### src/desa_pkg.sv
// Shared types and constants for the double-ended stack allocator.
`timescale 1ns / 1ps
package desa_pkg;

  localparam int FUNC_WIDTH  = 3;
  localparam int ALIGN_WIDTH = 4;
  // widest alignment mask that an exponent of ALIGN_WIDTH bits can ask for
  localparam int MASK_WIDTH  = 2 ** ALIGN_WIDTH - 1;

  typedef enum logic [FUNC_WIDTH-1:0] {
    FUNC_ALLOC_LEFT   = 3'd0,
    FUNC_ALLOC_RIGHT  = 3'd1,
    FUNC_FREE_LEFT    = 3'd2,
    FUNC_FREE_RIGHT   = 3'd3,
    FUNC_RESIZE_LEFT  = 3'd4,
    FUNC_RESIZE_RIGHT = 3'd5
  } func_t;

  typedef enum logic [1:0] {
    STATUS_OK       = 2'd0,
    STATUS_NO_SPACE = 2'd1,
    STATUS_NOT_TOP  = 2'd2
  } status_t;

  typedef enum logic {
    CFG_BASE_ADDRESS = 1'b0,
    CFG_CAPACITY     = 1'b1
  } cfg_index_t;

  typedef struct packed {
    status_t status;
    logic    needs_copy;
  } result_flags_t;

endpackage

### src/desa_calc.sv
// Combinational evaluation of one allocator request against the current counts.
`timescale 1ns / 1ps
module desa_calc #(
  parameter int ADDR_WIDTH = 32,
  parameter int SIZE_WIDTH = 16
) (
  input  logic [ADDR_WIDTH-1:0]            base_address,
  input  logic [SIZE_WIDTH-1:0]            capacity,
  input  logic [SIZE_WIDTH-1:0]            left_count,
  input  logic [SIZE_WIDTH-1:0]            right_count,
  input  logic [desa_pkg::FUNC_WIDTH-1:0]  func,
  input  logic [ADDR_WIDTH-1:0]            block_address,
  input  logic [SIZE_WIDTH-1:0]            size,
  input  logic [SIZE_WIDTH-1:0]            target_size,
  input  logic [desa_pkg::ALIGN_WIDTH-1:0] align_log2,
  output desa_pkg::result_flags_t          flags,
  output logic [ADDR_WIDTH-1:0]            address,
  output logic [SIZE_WIDTH-1:0]            copy_length,
  output logic [SIZE_WIDTH-1:0]            left_next,
  output logic [SIZE_WIDTH-1:0]            right_next
);
  import desa_pkg::*;

  // room for a count plus a size plus padding plus the other count
  localparam int CW = ((SIZE_WIDTH > MASK_WIDTH) ? SIZE_WIDTH : MASK_WIDTH) + 3;

  logic [MASK_WIDTH-1:0] amask;
  logic [ADDR_WIDTH-1:0] amask_a;
  logic [ADDR_WIDTH-1:0] top_left;
  logic [ADDR_WIDTH-1:0] top_right;
  logic                  is_resize;
  logic                  is_right;
  logic [SIZE_WIDTH-1:0] grab_size;

  logic [ADDR_WIDTH-1:0] neg_start;
  logic [MASK_WIDTH-1:0] pad;
  logic [CW-1:0]         grab_l_count;
  logic                  grab_l_fit;
  logic [ADDR_WIDTH-1:0] grab_l_addr;

  logic [ADDR_WIDTH-1:0] lifted;
  logic [MASK_WIDTH-1:0] slack;
  logic [CW-1:0]         grab_r_count;
  logic                  grab_r_fit;
  logic [ADDR_WIDTH-1:0] grab_r_addr;

  logic                  on_top_left;
  logic                  on_top_right;
  logic                  blk_aligned;
  logic [CW-1:0]         cur;
  logic [CW-1:0]         other;
  logic [CW-1:0]         grown;
  logic                  below_zero;
  logic [CW-1:0]         resize_count;
  logic                  resize_fit;
  logic [SIZE_WIDTH-1:0] min_size;

  assign amask     = ~({MASK_WIDTH{1'b1}} << align_log2);
  assign amask_a   = ADDR_WIDTH'(amask);
  assign top_left  = base_address + ADDR_WIDTH'(left_count);
  assign top_right = base_address + ADDR_WIDTH'(capacity) - ADDR_WIDTH'(right_count);
  assign is_resize = (func == FUNC_RESIZE_LEFT) || (func == FUNC_RESIZE_RIGHT);
  assign is_right  = (func == FUNC_RESIZE_RIGHT);
  assign grab_size = is_resize ? target_size : size;

  // left stack: pad the cursor up to the alignment
  assign neg_start    = '0 - top_left;
  assign pad          = neg_start[MASK_WIDTH-1:0] & amask;
  assign grab_l_count = CW'(left_count) + CW'(grab_size) + CW'(pad);
  assign grab_l_fit   = (grab_l_count + CW'(right_count)) < CW'(capacity);
  assign grab_l_addr  = top_left + ADDR_WIDTH'(pad);

  // right stack: round the new bottom down, the slack joins the block
  assign lifted       = top_right - ADDR_WIDTH'(grab_size);
  assign slack        = lifted[MASK_WIDTH-1:0] & amask;
  assign grab_r_count = CW'(right_count) + CW'(grab_size) + CW'(slack);
  assign grab_r_fit   = (CW'(left_count) + grab_r_count) < CW'(capacity);
  assign grab_r_addr  = lifted & ~amask_a;

  // in-place resize
  assign on_top_left  = (block_address + ADDR_WIDTH'(size)) == top_left;
  assign on_top_right = block_address == top_right;
  assign blk_aligned  = (block_address[MASK_WIDTH-1:0] & amask) == '0;
  assign cur          = is_right ? CW'(right_count) : CW'(left_count);
  assign other        = is_right ? CW'(left_count) : CW'(right_count);
  assign grown        = cur + CW'(target_size);
  assign below_zero   = grown < CW'(size);
  assign resize_count = grown - CW'(size);
  assign resize_fit   = !below_zero && ((resize_count + other) < CW'(capacity));
  assign min_size     = (target_size < size) ? target_size : size;

  always_comb begin
    flags.status     = STATUS_OK;
    flags.needs_copy = 1'b0;
    address          = '0;
    copy_length      = '0;
    left_next        = left_count;
    right_next       = right_count;
    case (func)
      FUNC_ALLOC_LEFT: begin
        if (grab_l_fit) begin
          left_next = SIZE_WIDTH'(grab_l_count);
          address   = grab_l_addr;
        end else begin
          flags.status = STATUS_NO_SPACE;
        end
      end
      FUNC_ALLOC_RIGHT: begin
        if (grab_r_fit) begin
          right_next = SIZE_WIDTH'(grab_r_count);
          address    = grab_r_addr;
        end else begin
          flags.status = STATUS_NO_SPACE;
        end
      end
      FUNC_FREE_LEFT: begin
        if (on_top_left && (size <= left_count)) begin
          left_next = left_count - size;
        end else begin
          flags.status = STATUS_NOT_TOP;
        end
      end
      FUNC_FREE_RIGHT: begin
        if (on_top_right && (size <= right_count)) begin
          right_next = right_count - size;
        end else begin
          flags.status = STATUS_NOT_TOP;
        end
      end
      FUNC_RESIZE_LEFT: begin
        if (on_top_left && blk_aligned) begin
          if (resize_fit) begin
            left_next = SIZE_WIDTH'(resize_count);
            address   = block_address;
          end else begin
            flags.status = STATUS_NO_SPACE;
          end
        end else if (grab_l_fit) begin
          left_next        = SIZE_WIDTH'(grab_l_count);
          address          = grab_l_addr;
          flags.needs_copy = 1'b1;
          copy_length      = min_size;
        end else begin
          flags.status = STATUS_NO_SPACE;
        end
      end
      FUNC_RESIZE_RIGHT: begin
        if (on_top_right && blk_aligned) begin
          if (resize_fit) begin
            right_next = SIZE_WIDTH'(resize_count);
            address    = block_address;
          end else begin
            flags.status = STATUS_NO_SPACE;
          end
        end else if (grab_r_fit) begin
          right_next       = SIZE_WIDTH'(grab_r_count);
          address          = grab_r_addr;
          flags.needs_copy = 1'b1;
          copy_length      = min_size;
        end else begin
          flags.status = STATUS_NO_SPACE;
        end
      end
      default: begin
      end
    endcase
  end

endmodule

### src/double_ended_stack_allocator_core.sv
// Top level of the double-ended stack allocator: registers, handshake and config.
`timescale 1ns / 1ps
// Two stacks share the region [base_address, base_address + capacity) and grow
// toward each other; the core keeps only their used byte counts. A request enters
// an input register, is evaluated combinationally against the counts and lands in
// the result register when that register is empty or being drained; with the
// output not stalled one request is taken every cycle. The evaluation stage,
// which reads and updates both count registers, sets that rate. Write base_address
// and capacity only while no request is in flight; both reset to zero, as do the
// counts.
module double_ended_stack_allocator_core #(
  parameter int ADDR_WIDTH = 32,
  parameter int SIZE_WIDTH = 16
) (
  input  logic                             clk,
  input  logic                             rst,
  input  logic                             cfg_write_enable,
  input  logic                             cfg_index,
  input  logic [((ADDR_WIDTH > SIZE_WIDTH) ? ADDR_WIDTH : SIZE_WIDTH)-1:0] cfg_data,
  input  logic                             in_valid,
  output logic                             in_stall,
  input  logic [desa_pkg::FUNC_WIDTH-1:0]  func,
  input  logic [ADDR_WIDTH-1:0]            block_address,
  input  logic [SIZE_WIDTH-1:0]            size,
  input  logic [SIZE_WIDTH-1:0]            target_size,
  input  logic [desa_pkg::ALIGN_WIDTH-1:0] align_log2,
  output logic                             out_valid,
  input  logic                             out_stall,
  output desa_pkg::status_t                status,
  output logic [ADDR_WIDTH-1:0]            address,
  output logic                             needs_copy,
  output logic [SIZE_WIDTH-1:0]            copy_length,
  output logic [SIZE_WIDTH-1:0]            left_used,
  output logic [SIZE_WIDTH-1:0]            right_used
);
  import desa_pkg::*;

  logic [ADDR_WIDTH-1:0]  base_address;
  logic [SIZE_WIDTH-1:0]  capacity;
  logic [SIZE_WIDTH-1:0]  left_count;
  logic [SIZE_WIDTH-1:0]  right_count;

  logic                   req_valid;
  logic [FUNC_WIDTH-1:0]  req_func;
  logic [ADDR_WIDTH-1:0]  req_block_address;
  logic [SIZE_WIDTH-1:0]  req_size;
  logic [SIZE_WIDTH-1:0]  req_target_size;
  logic [ALIGN_WIDTH-1:0] req_align_log2;

  result_flags_t          flags;
  logic [ADDR_WIDTH-1:0]  calc_address;
  logic [SIZE_WIDTH-1:0]  calc_copy_length;
  logic [SIZE_WIDTH-1:0]  left_count_next;
  logic [SIZE_WIDTH-1:0]  right_count_next;

  logic                   advance;
  logic                   in_accept;

  assign advance   = req_valid && (!out_valid || !out_stall);
  assign in_stall  = req_valid && !advance;
  assign in_accept = in_valid && !in_stall;

  desa_calc #(
    .ADDR_WIDTH (ADDR_WIDTH),
    .SIZE_WIDTH (SIZE_WIDTH)
  ) u_calc (
    .base_address  (base_address),
    .capacity      (capacity),
    .left_count    (left_count),
    .right_count   (right_count),
    .func          (req_func),
    .block_address (req_block_address),
    .size          (req_size),
    .target_size   (req_target_size),
    .align_log2    (req_align_log2),
    .flags         (flags),
    .address       (calc_address),
    .copy_length   (calc_copy_length),
    .left_next     (left_count_next),
    .right_next    (right_count_next)
  );

  always_ff @(posedge clk) begin
    if (rst) begin
      base_address <= '0;
      capacity     <= '0;
    end else if (cfg_write_enable) begin
      case (cfg_index_t'(cfg_index))
        CFG_BASE_ADDRESS: base_address <= cfg_data[ADDR_WIDTH-1:0];
        CFG_CAPACITY:     capacity     <= cfg_data[SIZE_WIDTH-1:0];
        default: begin
        end
      endcase
    end
  end

  always_ff @(posedge clk) begin
    if (rst) begin
      req_valid <= 1'b0;
    end else if (in_accept) begin
      req_valid <= 1'b1;
    end else if (advance) begin
      req_valid <= 1'b0;
    end
  end

  always_ff @(posedge clk) begin
    if (in_accept) begin
      req_func          <= func;
      req_block_address <= block_address;
      req_size          <= size;
      req_target_size   <= target_size;
      req_align_log2    <= align_log2;
    end
  end

  always_ff @(posedge clk) begin
    if (rst) begin
      left_count  <= '0;
      right_count <= '0;
    end else if (advance) begin
      left_count  <= left_count_next;
      right_count <= right_count_next;
    end
  end

  always_ff @(posedge clk) begin
    if (rst) begin
      out_valid <= 1'b0;
    end else if (advance) begin
      out_valid <= 1'b1;
    end else if (!out_stall) begin
      out_valid <= 1'b0;
    end
  end

  always_ff @(posedge clk) begin
    if (advance) begin
      status      <= flags.status;
      needs_copy  <= flags.needs_copy;
      address     <= calc_address;
      copy_length <= calc_copy_length;
      left_used   <= left_count_next;
      right_used  <= right_count_next;
    end
  end

  a_copy_only_on_success: assert property (@(posedge clk) disable iff (rst)
    (out_valid && needs_copy) |-> (status == STATUS_OK))
    else $error("copy requested on a failed request");

  a_fail_address_zero: assert property (@(posedge clk) disable iff (rst)
    (out_valid && (status != STATUS_OK)) |-> (address == '0))
    else $error("failed request carries an address");

  a_stall_only_when_full: assert property (@(posedge clk) disable iff (rst)
    in_stall |-> (out_valid && out_stall))
    else $error("input stalled while the result register can drain");

  a_counts_hold: assert property (@(posedge clk) disable iff (rst)
    !advance |=> ($stable(left_count) && $stable(right_count)))
    else $error("stack counts changed without a request");

endmodule
### config.mk
export PLATFORM = sky130hd
export DESIGN_NAME = double_ended_stack_allocator_core
export DESIGN_NICKNAME = d
export VERILOG_FILES = /design/src/desa_pkg.sv /design/src/desa_calc.sv /design/src/double_ended_stack_allocator_core.sv
export SDC_FILE = /design/constraint.sdc
export NUM_CORES = 1
export LEC_CHECK = 0
export BUFFER_PORTS_ARGS = -buffer_cell sky130_fd_sc_hd__buf_2
export CORE_UTILIZATION = 35
export CTS_CLUSTER_SIZE = 8
export DETAILED_ROUTE_END_ITERATION = 16
export PLACE_DENSITY_LB_ADDON = 0.2
export SLEW_MARGIN = 20
export SYNTH_ARGS = -nofsm -noshare
export SYNTH_HDL_FRONTEND = slang
export SYNTH_SLANG_ARGS = --single-unit
### constraint.sdc
create_clock -name clk -period 12.55 [get_ports clk]
set_input_delay 1.8825 -clock clk [delete_from_list [all_inputs] [get_ports clk]]
set_output_delay 1.8825 -clock clk [all_outputs]
set_load 0.02 [all_outputs]
======== Word level (Yosys, flattened, before mapping) ========
Index checks and enable logic that the tools add are counted.
storage, ports and cells
  bits in registers ....................... 236
  latch bits .............................. 0
  memory bits (writable) .................. 0
  bits in read-only memories .............. 0
  input bits .............................. 109
  word-level logic and storage cells ...... 120
  memories ................................ 0
cells by class
  $add $sub $neg .......................... 18
  $mul .................................... 0
  divide/modulo/power cells ............... 0
  magnitude comparators ................... 7
  eq/ne operators ......................... 8
  shift operators ......................... 1
  multiplexer cells ....................... 42
  bitwise operators ....................... 7
  reduce and logical (&&, ||, !) cells .... 20
operators by type and width
  kind               number
  $mux W16           16
  $mux W32           5
  $pmux W32 S4       1
  $add A32 B16 Y32   3
  $pmux W16 S3       2
  $lt A19 B16 Y1     4
  $eq A32 B32 Y1     2
  $sub A32 B16 Y32   2
  $and A15 B15 Y15   3
  $add A19 B15 Y19   2
  $add A19 B16 Y19   2
  $add A16 B16 Y17   2
  $add A32 B15 Y32   1
  $and A32 B32 Y32   1
  $le A16 B16 Y1     2
  $not A15 Y32       1
  $pmux W16 S2       1
  $sub A16 B16 Y16   2
  $add A16 B19 Y19   1
  $add A19 B19 Y19   1
  $sub A19 B16 Y19   1
  $lt A16 B16 Y1     1
  $logic_not A15 Y1  1
  $not A15 Y15       1
  other kinds (17)   45

======== Logic depth before layout (Yosys ltp) ========
  depth after elaboration ................. 11
  depth in mapped cells ................... 46
  gate-level depth less buffers ........... 42

======== By module ========
A second synthesis with hierarchy kept.
unflattened totals
  cells, all modules ...................... 3,725
  area, all modules ....................... 29,728.5 um^2
modules (own cells, without submodules)
  module                             times used  cells an instance  area each (um^2)  seq. area each (um^2)
  desa_calc                          1           3,211              22,068.7          0.0
  double_ended_stack_allocator_core  1           514                7,659.8           6,266.0

======== Worst setup path before layout ========
OpenSTA, ideal clock, no wires.
  kind .................................... register to register
  from .................................... reg right_count[3]
  to ...................................... reg address[4], data pin
  data arrival time ....................... 8.146 ns
  required time ........................... 12.294 ns
  setup slack ............................. 4.148 ns
  cell stages (with the launch flop) ...... 41
  path buffers ............................ 4
  period minus slack after synthesis ...... 8.402 ns
  cells stage by stage .................... dfxtp_1 -> fa_1 -> inv_1 -> ha_1 -> clkbuf_1 -> and3_1 -> a22o_1 -> o31ai_1 -> xnor2_1 -> ha_1 -> a21o_1 -> or3_1 -> a311o_1 -> a31oi_1 -> xnor2_1 -> nor2_1 -> ha_1 -> nand3_1 -> (+5 left out) -> o21ai_0 -> a211o_1 -> a21o_1 -> a21o_1 -> a21oi_1 -> xnor2_1 -> ha_1 -> nand3_1 -> nor2_1 -> o21ai_0 -> o211ai_1 -> a311o_1 -> clkbuf_1 -> buf_1 -> nor2_1 -> clkbuf_1 -> a32oi_1 -> nand2_1
between the ends
  word-level cells in the longest chain between the ends .. 9
RTL lines
  item                                                          RTL line                                  RTL
  start, declared                                               double_ended_stack_allocator_core.sv:41   logic [SIZE_WIDTH-1:0] right_count;
  start signal, assigned                                        double_ended_stack_allocator_core.sv:123  right_count <= right_count_next;
  $sub A32 B16 Y32 / $mux W16 (equally long branches)           desa_calc.sv:61, desa_calc.sv:84
  $sub A32 B16 Y32 / $add A19 B16 Y19 (equally long branches)   desa_calc.sv:74, desa_calc.sv:86
  $and A15 B15 Y15 / $sub A19 B16 Y19 (equally long branches)   desa_calc.sv:75, desa_calc.sv:88
  $add A19 B15 Y19 / $add A19 B19 Y19 (equally long branches)   desa_calc.sv:76, desa_calc.sv:89
  $add A16 B19 Y19 / $lt A19 B16 Y1 (equally long branches)     desa_calc.sv:77, desa_calc.sv:89
  $lt A19 B16 Y1 / $logic_and A1 B1 Y1 (equally long branches)  desa_calc.sv:77, desa_calc.sv:89
  $mux W32 (on tied branches)                                   n/a
  $mux W32 (on tied branches)                                   desa_calc.sv:148, desa_calc.sv:131
  $pmux W32 S4 (*)                                              desa_calc.sv:99                           case (func)
  net calc_address[4]                                           double_ended_stack_allocator_core.sv:51   logic [ADDR_WIDTH-1:0] calc_address;
  end signal, assigned                                          double_ended_stack_allocator_core.sv:141  address <= calc_address;
  end, declared                                                 double_ended_stack_allocator_core.sv:30   output logic [ADDR_WIDTH-1:0] address,
Mark *: on every way through the listed nets, which the timed path passes. The rest lies on a longest branch.
A chain may end at the register's enable or synchronous reset.

======== Worst setup path in the final report ========
  from .................................... reg right_count[0]
  to ...................................... reg address[29], data pin
The elaborated chain is that of the path after synthesis.

==> metrics.txt <==
critical path launch point=right_count[0]; Reg clk slew, reported paths=0.06 ns; GRT Util Overall=31.81%; Placed Area=~0.032 mm^2; TritonCTS buffer count=37; Synth-to-Final Area Change=12.11%; vias in the first global route=between 20k and 30k; Adder-Cell Fraction of Synth Area=between 10% and 20%; Max-cap violations=0; Tmin final=~11 ns; Netlist cell types=108; DRC=0; Synth Area in XOR/XNOR=10.25%; Final setup viols=0; CP arrival=~11 ns; commonest non-fill, non-tap cells in the layout=393 x nand2_1, 334 x ha_1, 288 x a21oi_1; Max VDD drop=0.1469 mV; routability cong.=approximately 1.0; Iter 0 DRT Violations=about 3.4k; element type at the critical path end=flip-flop; die area=0.08515 mm^2; largest family of logic cells by synthesized area=compound AO/OA/AOI/OAI gates; EDFF count, synth=154; pre-CTS setup slack=around 1.9 ns; Slew HR=between 20% and 30%; Worst-Margin Slew=between 1 and 1.5 ns; CTS tree=yes; DR WL/cell=between 20 and 30 um; clock latency on the worst-skew pair=about 0.6 ns; Core Footprint=0.08264 mm^2; CP startpoint kind=flip-flop; Hold Fails Final Rpt=0; sequential element share of the synthesized area=a little over a fifth; root buffer cell=clkbuf_16; total I/O pin count=about 190; Synth Area in Compound Gates=between 20% and 30%; drt pass-1 iters=6; dpl hpwl=about 110 mm; PostCTS Resize Cnt=0; post-route ant nets=0; multiplexer share of the synthesized area=under 10%; Pleak=about 14 nW; setup_tns=0 ns; Warnings, synthesis=0; total gr overflow=0; total area of sequential cells=0.006266 mm^2; outcome=finished clean; ys async rst share=0%; f_max=92.39 MHz; Final period util=86.25%; HP Class=flip-flop to flip-flop; slowest stage delay, CP=0.78 ns; Post-Synth Simple-Gate Area=about a fifth; Final #Nets=roughly 4.3k; setup bufs post-CTS=0; CTS Hold Buffers Added=0; via count=~30k; critical path type=flip-flop to flip-flop; Avg Inst Size Synth=8.083 um^2; RR Startpoint=right_count[0]; IO Port Bufs=just under 200; Worst Path Required=12.85 ns; initial antenna violation count=4; n_diodes=0; Clock Skews=0.03739 ns; CP Max Fanout=24; layout cells sized above 1=9.964%; commonest non-fill, non-tap cell in the layout=nand2_1; Sink Count=about 240; clock buffer depth=3; fin area=approximately 0.033 mm^2; multi-input logic area=0.02189 mm^2; Final WS setup=1.726 ns; Routed WL=approximately 140 mm; Most common cell on crit path=ha_1; std cell rows=105; Initial Utilization=between 30% and 40%; Min-Delay Startpoint=capacity[9]; Final Max Tran Viols=0; Die W=slightly below 300 um; Syn Inst Count=roughly 3.6k; Die Y=approximately 290 um; Mapped Area=between 0.02 and 0.03 mm^2; FF+latch count, synth=236; vias per inst=roughly 6; largest net degree at the start of global routing=59; H-tree depth=2; Critical-path top delay cell=dfxtp_1; Fill cells=between 8k and 9k; Pwr per Cell Area=between 100 and 150 mW/mm^2; RSZ-0062 raised after global routing=false; Synth Flop Type=edfxtp_1; Post-Syn Nets=around 4.1k; first-pass GRT wire length=~200 mm
==> cells by family after synthesis <==
logic type                 after synthesis
muxes                                   62
DFF                                    236
and+or+nand+nor                       1224
adders and majority gates              364
buffers and inverters                  337
AOI/OAI and AO/OA                     1100
xor gates and xnor gates               314
==> cell type report <==
| cell class | instances | share of cell area (%) |
|---|---|---|
| tap | 1070 | 4.062 |
| clock inverter | 4 | 0.2164 |
| multi-input combinational | 3064 | 66.41 |
| timing repair buffer | 266 | 4.594 |
| sequential | 236 | 19.01 |
| clock buffer | 58 | 3.234 |
| inverter | 216 | 2.468 |
==> report_power, final <==
| group | internal (mW) | leakage (nW) | switching, mW |
|---|---|---|---|
| combinational | 1.06 | 11.7 | 1.79 |
| sequential | 0.893 | 2.13 | 0.0701 |
| clock | 0.602 | 0.551 | 0.417 |
==> cells in the mapped netlist (all sizes together), types with 33 or more instances <==
cell type / number / share of area, %
and3: 41 / 0.87
a21o: 119 / 3.0
nor2: 279 / 3.6
a221o: 33 / 1.1
xnor2: 214 / 6.4
o21ai: 192 / 3.3
mux2i: 49 / 1.7
ha: 334 / 14
nand3: 93 / 1.6
nand2b: 46 / 0.98
o21a: 50 / 1.3
a21oi: 291 / 5.0
inv: 215 / 2.7
a211oi: 58 / 1.5
and2: 37 / 0.79
nand2: 393 / 5.0
clkbuf: 95 / 1.2
nor3: 107 / 1.8
xor2: 82 / 2.4
dfxtp: 82 / 5.6
nor2b: 50 / 1.1
edfxtp: 154 / 16
nand4: 43 / 0.92
==> worst max-delay path: cells and delay by family (launching register included) <==
kind | cells | cell delay (ns)
flip-flops | 1 | 0.78
buffers and inverters | 3 | 0.56
AND/OR/NAND/NOR | 10 | 2.71
AO/OA/AOI/OAI | 14 | 3.35
adder cells (fa/ha/maj) | 7 | 2.30
XOR/XNOR | 4 | 0.84
==> routing by layer <==
layer / up-vias / track usage, % / part of all wire (%)
met5: - / 0 / 0.019
met4: 4 / 18.61 / 6.7
met2: 1432 / 50.17 / 44
li1: 13848 / - / -
met3: 294 / 4.354 / 7.6
met1: 14393 / 41.42 / 42
==> final timing paths <==
path | slack (ns) | to | cells past startpoint
min | 0.46 | capacity[9] | 2
max reg2reg | 1.73 | address[29] | 38
max | 1.73 | address[29] | 38
min reg2reg | 0.46 | capacity[9] | 2
==> registers in the layout, summed over array words and instances, names as in the netlist <==
name,count
status,2
capacity,16
left_count,16
base_address,32
copy_length,16
out_valid,1
needs_copy,1
right_used,16
req_align_log2,4
req_block_address,32
address,32
req_func,3
req_target_size,16
left_used,16
req_size,16
req_valid,1
right_count,16
==> stage by stage <==
stage | hold slack, ns | cells | total power, mW | utilization (%)
3_3_place_gp | 0.4442 | 4852 | 3.746 | 38.50
2_1_floorplan | 0.4363 | 3637 | 2.860 | -
4_1_cts | 0.4561 | 4914 | 4.774 | 39.88
6_report | 0.4555 | 4914 | 4.827 | 39.88
5_1_grt | 0.4739 | 4914 | 5.084 | 39.88
3_5_place_dp | 0.4494 | 4852 | 3.730 | 38.51
Power figures use the tool's default switching activity.
